## src/design/wpd_pkg.sv

```systemverilog
// Shared widths, constants and types for the weighted pose distance block.
// No dependencies; every other design file refers to this package by scope.
`default_nettype none

package wpd_pkg;

    localparam int COORD_W   = 24;
    localparam int MAG_W     = 24;
    localparam int SQ_W      = 48;
    localparam int RAD_W     = 50;
    localparam int ROOT_W    = 25;
    localparam int REM_W     = 26;
    localparam int WEIGHT_W  = 16;
    localparam int PROD_W    = 41;
    localparam int FRAC_W    = 12;
    localparam int TERM_W    = 29;
    localparam int COST_W    = 34;
    localparam int NODE_W    = 3;
    localparam int CFG_IDX_W = 3;
    localparam int CNT_W     = 5;
    localparam int SQ_STEPS  = 24;
    localparam int RT_STEPS  = 25;
    localparam int AXES      = 3;

    localparam logic [WEIGHT_W-1:0] WEIGHT_ONE = 16'd4096;

    typedef logic signed [COORD_W-1:0] coord_t;

    typedef struct packed {
        coord_t x;
        coord_t y;
        coord_t z;
    } point_t;

endpackage

`default_nettype wire

```

## src/design/wpd_square.sv

```systemverilog
// Bit-serial sum of squares of the three coordinate differences of two points.
// Three shift-and-add lanes run in parallel, one multiplier bit per cycle.
// Depends on wpd_pkg.
`default_nettype none

module wpd_square (
    input  logic                     aclk,
    input  logic                     aresetn,
    input  logic                     start,
    input  wpd_pkg::point_t          first_pt,
    input  wpd_pkg::point_t          second_pt,
    output logic                     done,
    output logic [wpd_pkg::RAD_W-1:0] sum
);

    logic [wpd_pkg::AXES-1:0][wpd_pkg::COORD_W-1:0] first_ax;
    logic [wpd_pkg::AXES-1:0][wpd_pkg::COORD_W-1:0] second_ax;
    logic [wpd_pkg::AXES-1:0][wpd_pkg::MAG_W-1:0]   mag_in;

    logic [wpd_pkg::AXES-1:0][wpd_pkg::MAG_W-1:0]   mag_reg;
    logic [wpd_pkg::AXES-1:0][wpd_pkg::MAG_W-1:0]   bits_reg;
    logic [wpd_pkg::AXES-1:0][wpd_pkg::MAG_W-1:0]   bits_next;
    logic [wpd_pkg::AXES-1:0][wpd_pkg::SQ_W-1:0]    acc_reg;
    logic [wpd_pkg::AXES-1:0][wpd_pkg::SQ_W-1:0]    acc_next;
    logic [wpd_pkg::RAD_W-1:0]                      sum_reg;
    logic [wpd_pkg::RAD_W-1:0]                      sum_next;
    logic [wpd_pkg::CNT_W-1:0]                      cnt_reg;
    logic                                           busy_reg;
    logic                                           done_reg;

    assign first_ax  = {first_pt.x, first_pt.y, first_pt.z};
    assign second_ax = {second_pt.x, second_pt.y, second_pt.z};

    always_comb begin
        logic [wpd_pkg::COORD_W:0] diff;
        for (int i = 0; i < wpd_pkg::AXES; i++) begin
            diff = {first_ax[i][wpd_pkg::COORD_W-1], first_ax[i]}
                 - {second_ax[i][wpd_pkg::COORD_W-1], second_ax[i]};
            mag_in[i] = diff[wpd_pkg::COORD_W] ? wpd_pkg::MAG_W'(-diff)
                                               : wpd_pkg::MAG_W'(diff);
        end
    end

    always_comb begin
        for (int i = 0; i < wpd_pkg::AXES; i++) begin
            acc_next[i] = {acc_reg[i][wpd_pkg::SQ_W-2:0], 1'b0}
                        + (bits_reg[i][wpd_pkg::MAG_W-1]
                           ? {{(wpd_pkg::SQ_W-wpd_pkg::MAG_W){1'b0}}, mag_reg[i]}
                           : {wpd_pkg::SQ_W{1'b0}});
            bits_next[i] = {bits_reg[i][wpd_pkg::MAG_W-2:0], 1'b0};
        end
        sum_next = {2'b00, acc_reg[0]} + {2'b00, acc_reg[1]} + {2'b00, acc_reg[2]};
    end

    always_ff @(posedge aclk) begin
        if (!aresetn) begin
            busy_reg <= 1'b0;
            done_reg <= 1'b0;
            cnt_reg  <= '0;
        end else begin
            done_reg <= 1'b0;
            if (start) begin
                busy_reg <= 1'b1;
                cnt_reg  <= wpd_pkg::CNT_W'(wpd_pkg::SQ_STEPS);
            end else if (busy_reg) begin
                if (cnt_reg != '0) begin
                    cnt_reg <= cnt_reg - 1'b1;
                end else begin
                    busy_reg <= 1'b0;
                    done_reg <= 1'b1;
                end
            end
        end
    end

    always_ff @(posedge aclk) begin
        if (start) begin
            mag_reg  <= mag_in;
            bits_reg <= mag_in;
            acc_reg  <= '0;
        end else if (busy_reg && cnt_reg != '0) begin
            acc_reg  <= acc_next;
            bits_reg <= bits_next;
        end
        if (busy_reg && cnt_reg == '0) begin
            sum_reg <= sum_next;
        end
    end

    assign done = done_reg;
    assign sum  = sum_reg;

endmodule

`default_nettype wire

```

## src/design/wpd_root.sv

```systemverilog
// Bit-serial integer square root, rounded down, with the weight product formed
// alongside: each root bit also shifts and adds the weight. Depends on wpd_pkg.
`default_nettype none

module wpd_root (
    input  logic                         aclk,
    input  logic                         aresetn,
    input  logic                         start,
    input  logic [wpd_pkg::RAD_W-1:0]    radicand,
    input  logic [wpd_pkg::WEIGHT_W-1:0] weight,
    output logic                         done,
    output logic [wpd_pkg::PROD_W-1:0]   prod
);

    logic [wpd_pkg::RAD_W-1:0]    rad_reg;
    logic [wpd_pkg::REM_W-1:0]    rem_reg;
    logic [wpd_pkg::REM_W-1:0]    rem_next;
    logic [wpd_pkg::ROOT_W-1:0]   root_reg;
    logic [wpd_pkg::ROOT_W-1:0]   root_next;
    logic [wpd_pkg::PROD_W-1:0]   prod_reg;
    logic [wpd_pkg::PROD_W-1:0]   prod_next;
    logic [wpd_pkg::WEIGHT_W-1:0] weight_reg;
    logic [wpd_pkg::CNT_W-1:0]    cnt_reg;
    logic                         busy_reg;
    logic                         done_reg;

    logic [wpd_pkg::REM_W+1:0]    rem_sh;
    logic [wpd_pkg::REM_W+2:0]    trial;
    logic                         take;

    always_comb begin
        rem_sh    = {rem_reg, rad_reg[wpd_pkg::RAD_W-1 -: 2]};
        trial     = {1'b0, rem_sh} - {2'b00, root_reg, 2'b01};
        take      = !trial[wpd_pkg::REM_W+2];
        rem_next  = take ? trial[wpd_pkg::REM_W-1:0] : rem_sh[wpd_pkg::REM_W-1:0];
        root_next = {root_reg[wpd_pkg::ROOT_W-2:0], take};
        prod_next = {prod_reg[wpd_pkg::PROD_W-2:0], 1'b0}
                  + (take ? {{(wpd_pkg::PROD_W-wpd_pkg::WEIGHT_W){1'b0}}, weight_reg}
                          : {wpd_pkg::PROD_W{1'b0}});
    end

    always_ff @(posedge aclk) begin
        if (!aresetn) begin
            busy_reg <= 1'b0;
            done_reg <= 1'b0;
            cnt_reg  <= '0;
        end else begin
            done_reg <= 1'b0;
            if (start) begin
                busy_reg <= 1'b1;
                cnt_reg  <= wpd_pkg::CNT_W'(wpd_pkg::RT_STEPS);
            end else if (busy_reg) begin
                cnt_reg <= cnt_reg - 1'b1;
                if (cnt_reg == wpd_pkg::CNT_W'(1)) begin
                    busy_reg <= 1'b0;
                    done_reg <= 1'b1;
                end
            end
        end
    end

    always_ff @(posedge aclk) begin
        if (start) begin
            rad_reg    <= radicand;
            rem_reg    <= '0;
            root_reg   <= '0;
            prod_reg   <= '0;
            weight_reg <= weight;
        end else if (busy_reg) begin
            rad_reg  <= {rad_reg[wpd_pkg::RAD_W-3:0], 2'b00};
            rem_reg  <= rem_next;
            root_reg <= root_next;
            prod_reg <= prod_next;
        end
    end

    assign done = done_reg;
    assign prod = prod_reg;

endmodule

`default_nettype wire

```

## src/design/weighted_pose_distance_top.sv

```systemverilog
// Weighted pose distance: top level with weight registers, sequencer and cost
// accumulator. Depends on wpd_pkg, wpd_square and wpd_root.
//
// Each input transaction carries one body node in two poses. The block squares
// the three coordinate differences bit-serially and registers their sum, takes
// the integer square root one bit per cycle while multiplying it by the node
// weight, then adds the truncated term to a saturating 34-bit accumulator. An
// item passes through the square unit, the root unit and the accumulate state in
// turn before the next is accepted; s_ready is high only between items. On an
// item with s_last set the accumulated cost is loaded into the output register
// and the accumulator clears. The output register holds its transaction until
// m_ready; the next item is accepted meanwhile, and only a second result waits
// for the register to free up.
// Weights are written through cfg_we/cfg_index/cfg_data; the user must write
// them only while idle, as the block itself does not enforce it. Writes to
// indexes without a node are dropped. Synchronous reset sets all weights to 1.0,
// clears the accumulator and drops any pending result.
`default_nettype none

module weighted_pose_distance_top #(
    parameter int NODES = 5
) (
    input  logic                                aclk,
    input  logic                                aresetn,
    input  logic                                cfg_we,
    input  logic [wpd_pkg::CFG_IDX_W-1:0]       cfg_index,
    input  logic [wpd_pkg::WEIGHT_W-1:0]        cfg_data,
    input  logic                                s_valid,
    output logic                                s_ready,
    input  logic [wpd_pkg::NODE_W-1:0]          s_node,
    input  logic signed [wpd_pkg::COORD_W-1:0]  s_first_x,
    input  logic signed [wpd_pkg::COORD_W-1:0]  s_first_y,
    input  logic signed [wpd_pkg::COORD_W-1:0]  s_first_z,
    input  logic signed [wpd_pkg::COORD_W-1:0]  s_second_x,
    input  logic signed [wpd_pkg::COORD_W-1:0]  s_second_y,
    input  logic signed [wpd_pkg::COORD_W-1:0]  s_second_z,
    input  logic                                s_last,
    output logic                                m_valid,
    input  logic                                m_ready,
    output logic [wpd_pkg::COST_W-1:0]          m_cost
);

    localparam int IDX_W = (NODES > 1) ? $clog2(NODES) : 1;
    localparam logic [wpd_pkg::NODE_W:0] NODE_LIMIT = (wpd_pkg::NODE_W+1)'(NODES);

    localparam logic [1:0] ST_IDLE = 2'd0;
    localparam logic [1:0] ST_SQ   = 2'd1;
    localparam logic [1:0] ST_RT   = 2'd2;
    localparam logic [1:0] ST_FIN  = 2'd3;

    logic [1:0]                    state_reg;
    logic [1:0]                    state_next;
    logic [wpd_pkg::WEIGHT_W-1:0]  weight_reg [NODES];
    logic [wpd_pkg::WEIGHT_W-1:0]  wsel_reg;
    logic                          last_reg;
    logic [wpd_pkg::COST_W-1:0]    acc_reg;
    logic [wpd_pkg::COST_W-1:0]    m_cost_reg;
    logic                          m_valid_reg;

    logic                          s_accept;
    logic                          node_ok;
    logic                          cfg_ok;
    logic                          out_free;
    logic                          sq_done;
    logic [wpd_pkg::RAD_W-1:0]     sq_sum;
    logic                          rt_done;
    logic [wpd_pkg::PROD_W-1:0]    rt_prod;
    logic [wpd_pkg::TERM_W-1:0]    term;
    logic [wpd_pkg::COST_W:0]      cost_sum;
    logic [wpd_pkg::COST_W-1:0]    cost_sat;
    wpd_pkg::point_t               first_pt;
    wpd_pkg::point_t               second_pt;

    assign s_ready  = (state_reg == ST_IDLE);
    assign s_accept = s_valid && s_ready;
    assign node_ok  = ({1'b0, s_node} < NODE_LIMIT);
    assign cfg_ok   = ({1'b0, cfg_index} < NODE_LIMIT);
    assign out_free = !m_valid_reg || m_ready;

    assign first_pt  = '{x: s_first_x, y: s_first_y, z: s_first_z};
    assign second_pt = '{x: s_second_x, y: s_second_y, z: s_second_z};

    wpd_square u_square (
        .aclk      (aclk),
        .aresetn   (aresetn),
        .start     (s_accept),
        .first_pt  (first_pt),
        .second_pt (second_pt),
        .done      (sq_done),
        .sum       (sq_sum)
    );

    wpd_root u_root (
        .aclk     (aclk),
        .aresetn  (aresetn),
        .start    (sq_done),
        .radicand (sq_sum),
        .weight   (wsel_reg),
        .done     (rt_done),
        .prod     (rt_prod)
    );

    always_comb begin
        term     = rt_prod[wpd_pkg::PROD_W-1:wpd_pkg::FRAC_W];
        cost_sum = {1'b0, acc_reg}
                 + {{(wpd_pkg::COST_W+1-wpd_pkg::TERM_W){1'b0}}, term};
        cost_sat = cost_sum[wpd_pkg::COST_W] ? {wpd_pkg::COST_W{1'b1}}
                                             : cost_sum[wpd_pkg::COST_W-1:0];
    end

    always_comb begin
        state_next = state_reg;
        case (state_reg)
            ST_IDLE: begin
                if (s_accept) state_next = ST_SQ;
            end
            ST_SQ: begin
                if (sq_done) state_next = ST_RT;
            end
            ST_RT: begin
                if (rt_done) state_next = ST_FIN;
            end
            ST_FIN: begin
                if (!last_reg || out_free) state_next = ST_IDLE;
            end
            default: begin
                state_next = ST_IDLE;
            end
        endcase
    end

    always_ff @(posedge aclk) begin
        if (!aresetn) begin
            state_reg   <= ST_IDLE;
            acc_reg     <= '0;
            m_valid_reg <= 1'b0;
            for (int i = 0; i < NODES; i++) begin
                weight_reg[i] <= wpd_pkg::WEIGHT_ONE;
            end
        end else begin
            state_reg <= state_next;
            if (cfg_we && cfg_ok) begin
                weight_reg[cfg_index[IDX_W-1:0]] <= cfg_data;
            end
            if (state_reg == ST_FIN && last_reg && out_free) begin
                m_valid_reg <= 1'b1;
            end else if (m_ready) begin
                m_valid_reg <= 1'b0;
            end
            if (state_reg == ST_FIN) begin
                if (!last_reg) begin
                    acc_reg <= cost_sat;
                end else if (out_free) begin
                    acc_reg <= '0;
                end
            end
        end
    end

    always_ff @(posedge aclk) begin
        if (s_accept) begin
            wsel_reg <= node_ok ? weight_reg[s_node[IDX_W-1:0]] : '0;
            last_reg <= s_last;
        end
        if (state_reg == ST_FIN && last_reg && out_free) begin
            m_cost_reg <= cost_sat;
        end
    end

    assign m_valid = m_valid_reg;
    assign m_cost  = m_cost_reg;

endmodule

`default_nettype wire
```

## config.mk

```make
export PLATFORM = sky130hd
export DESIGN_NAME = weighted_pose_distance_top
export DESIGN_NICKNAME = d
export VERILOG_FILES = /design/src/design/wpd_pkg.sv /design/src/design/wpd_square.sv /design/src/design/wpd_root.sv /design/src/design/weighted_pose_distance_top.sv
export SDC_FILE = /design/constraint.sdc
export NUM_CORES = 2
export LEC_CHECK = 0
export ABC_AREA = 1
export BUFFER_PORTS_ARGS = -buffer_cell sky130_fd_sc_hd__buf_4
export CORE_ASPECT_RATIO = 0.9
export CORE_MARGIN = 8
export CORE_UTILIZATION = 35
export DETAILED_ROUTE_END_ITERATION = 16
export PLACE_DENSITY = 0.46
export SETUP_SLACK_MARGIN = 0.15
export SKIP_LAST_GASP = 1
export SLEW_MARGIN = 20
export SYNTH_ARGS = -nofsm -noshare
export SYNTH_HDL_FRONTEND = slang
export SYNTH_SLANG_ARGS = --single-unit
```

## constraint.sdc

```tcl
create_clock -name aclk -period 12.5 [get_ports aclk]
set_input_delay 3.75 -clock aclk [delete_from_list [all_inputs] [get_ports aclk]]
set_output_delay 3.75 -clock aclk [all_outputs]
set_load 0.005 [all_outputs]
```

==> impl_metrics.toml <==
[timing]
holdWs_ns = 0.417
tns_ns = 0
final_hold_viol_count = 0
maxSlewHeadroom_pct = 30.4
rsz0062_at_grt = "no"
drv_slew = 0
finClkSkew_ns = 0.0409
setup_violations = 0
fmax_ghz = 0.159
period_share_pct = 50.2
worst_slack_ns = 6.22
fin_crit_ns = 6.28
worst_pin_slew_ns = 1.04

[setup_path]
cp-end-kind = "register"
r2r_start = "u_root.rad_reg[48]"
crit_path_max_fanout = 93
start_kind = "input port"
reg2reg_setup_slack_ns = 6.90
critical_path_arrival_ns = 6.56
worstPathRequired_ns = 12.79
worstReg2RegEnd = "u_root.prod[23]"
crit_type = "in -> reg"
reg2regPathDepth = 28

[synth]
avgSynthCellArea_um2 = 7.08
yosys_warnings = 0
syn-num-nets = 7384
synthCells = 6883
ys_seq_elements = 678
synthArstFlopShare_pct = 0
netlist_area_mm2 = 0.0487
ys_types = 72
synth_edf_count = 391
ys_seq_area_share_pct = 35.9
ys.flop_type = "edfxtp_1"

[pwr]
internal-power_mw = 6.37
power_density_mw_per_mm2 = 211
power_mw = 11.6
vdd_ir_drop_max_v = 0.000178
p_switching_mw = 5.22
clockPowerShare_pct = 20.8
p_leak_nw = 26.1
swShare_pct = 45.0
power_frac_comb_pct = 48.1
pwr-share-seq_pct = 31.2

[layout]
final_util_pct = 39.6
fin_cells = 8974
largest_register_ffs = 144
final_area_mm2 = 0.0549
n_fill_cell = 14900
drive_above_1_share_pct = 7.03
nNetsFinal = 7560
syn_to_final_growth_pct = 12.8
insertedDiodeCount = 0

[floorplanning]
start_util_pct = 35.1
io_pins = 208
core_mm2 = 0.139
die_h_um = 370
row_count = 130
dieArea_mm2 = 0.151
fp.dieW_um = 409

[clock_network]
cts_buffers = 81
htree_levels = 3
clock_latency_ns = 0.70
ctsResizeCount = 0
cts-root-buf = "clkbuf_16"
clk_pin_slew_ns = 0.06
clockBufferDepth = 3
cts-hold-fix-buffers = 0
post_cts_buffers = 0
cts_tree = "yes"
clkSinkCount = 678

[global_route]
grt_overflow = 0
grt_pass1_vias = 42500
grt_max_degree = 97
globalRouteTotalUtil_pct = 19.5
antenna_found_initial = 1
grt_pass1_wl_um = 240000

[routing]
dr_total_vias = 44400
drt_iter0_markers = 2703
drt-total-wl_um = 153000
drtPass1Iterations = 6
remaining_drc_errors = 0
viasPerCell = 4.95
wire_per_inst_um = 17.0
ant_nets = 0

[placed_design]
dpl_worst_slack_ns = 5.51
dp.final_hpwl_um = 120000
placed_area_mm2 = 0.0522
dpl.cell_count = 8823
numPortBuffers = 207
gp_congestion = 0.915

[min_path]
min_path_type = "reg -> reg"
min_to = "u_root.weight_reg[9]"
holdCritStartpoint = "wsel_reg[9]"
min_path_cells = 0

[flow_run]
cap_violations = 0

[run_status]
status = "complete, no violations"
## logic make-up (layout without fill, tap and decap cells)
logic type	Yosys count	count (layout)	synth area share [%]
AO/OA/AOI/OAI	1230	1230	14.3
XOR/XNOR	251	251	4.65
adder cells (fa/ha/maj)	329	329	8.60
buffers and inverters	1170	1413	9.17
flip-flops	678	678	35.9
AND/OR/NAND/NOR	3225	3225	27.4
## cells in the final DEF, fill, tap and decap left out, types with 175 or more instances in the layout
cell type / netlist / routed
a21oi_1: 529 / 529
buf_4: 4 / 229
dfxtp_1: 287 / 286
edfxtp_1: 391 / 391
ha_1: 319 / 319
inv_1: 999 / 999
nand2_1: 1962 / 1960
nand3_1: 312 / 312
nor2_1: 623 / 618
o21ai_0: 367 / 367
xor2_1: 175 / 175
## critical path: stages
cell      delay (ns)
buf_4           0.10
nand2_4         0.17
inv_6           0.67
buf_4           0.55
nor2_1          0.14
clkinv_2        0.22
buf_4           0.79
## layer usage
layer | global-route usage (%) | vias to the layer above | share of wire [%]
li1 | - | 23000 | -
met1 | 28.7 | 20400 | 51
met2 | 30.5 | 858 | 43
met3 | 2.47 | 178 | 4.0
met4 | 4.10 | 0 | 2.0
met5 | 0 | - | 0
## power by group through the flow
stage                     Sequential (mW)  Combinational, mW  Clock, mW
after detailed placement             3.65               5.55          0
after floorplan                      3.46               4.04          0
final                                3.61               5.57       2.41
after global placement               3.65               5.54          0
after CTS                            3.61               5.58       2.49
after global routing                 3.68               6.31       2.57
## layout make-up
type / count / area [µm²] / share of cell area [%]
Inverter: 1032 / 3880 / 7.07
Clock inverter: 35 / 442 / 0.804
Multi-Input combinational cell: 5035 / 26800 / 48.8
Timing Repair Buffer: 231 / 1760 / 3.20
Clock buffer: 115 / 2250 / 4.09
Tap cell: 1848 / 2310 / 4.21
Sequential cell: 678 / 17500 / 31.8
## worst max path at each step
stage               slack, ns  cells after the start    start                      to
floorplan                5.44                      3  s_valid                last_reg
global placement         5.52                      7  s_valid  u_square.bits_next[46]
detailed placement       5.51                      7  s_valid  u_square.bits_next[46]
CTS                      6.26                      7  s_valid  u_square.bits_next[44]
global route             6.06                      7  s_valid  u_square.bits_next[41]
finish                   6.22                      7  s_valid  u_square.bits_next[41]
## Yosys cell counts, drive strengths merged (3+ instances only)
library cell	count	area share (%)
and3	5	0.064
buf	25	0.34
nand4	71	0.91
a31oi	51	0.65
ha	319	8.2
nor4	30	0.39
nor2	636	5.0
a21o	32	0.49
or2	23	0.30
fa	10	0.41
a21boi	10	0.15
clkinv	4	0.031
a22o	8	0.14
nand2	1990	15
o21ai	397	4.2
a211oi	3	0.046
nand3b	27	0.42
o31ai	3	0.046
a221o	15	0.31
inv	1028	7.9
nand3	331	3.6
o211ai	50	0.77
o21bai	27	0.42
dfxtp	287	12
o22ai	31	0.40
edfxtp	391	24
o221ai	23	0.41
xor2	179	3.3
and2	9	0.12
a21oi	534	5.5
nor3b	3	0.046
a32o	5	0.10
o21a	30	0.46
xnor2	72	1.4
clkbuf	113	0.87
nor3	100	1.0
No activity file was read; power rests on OpenSTA's default activity.
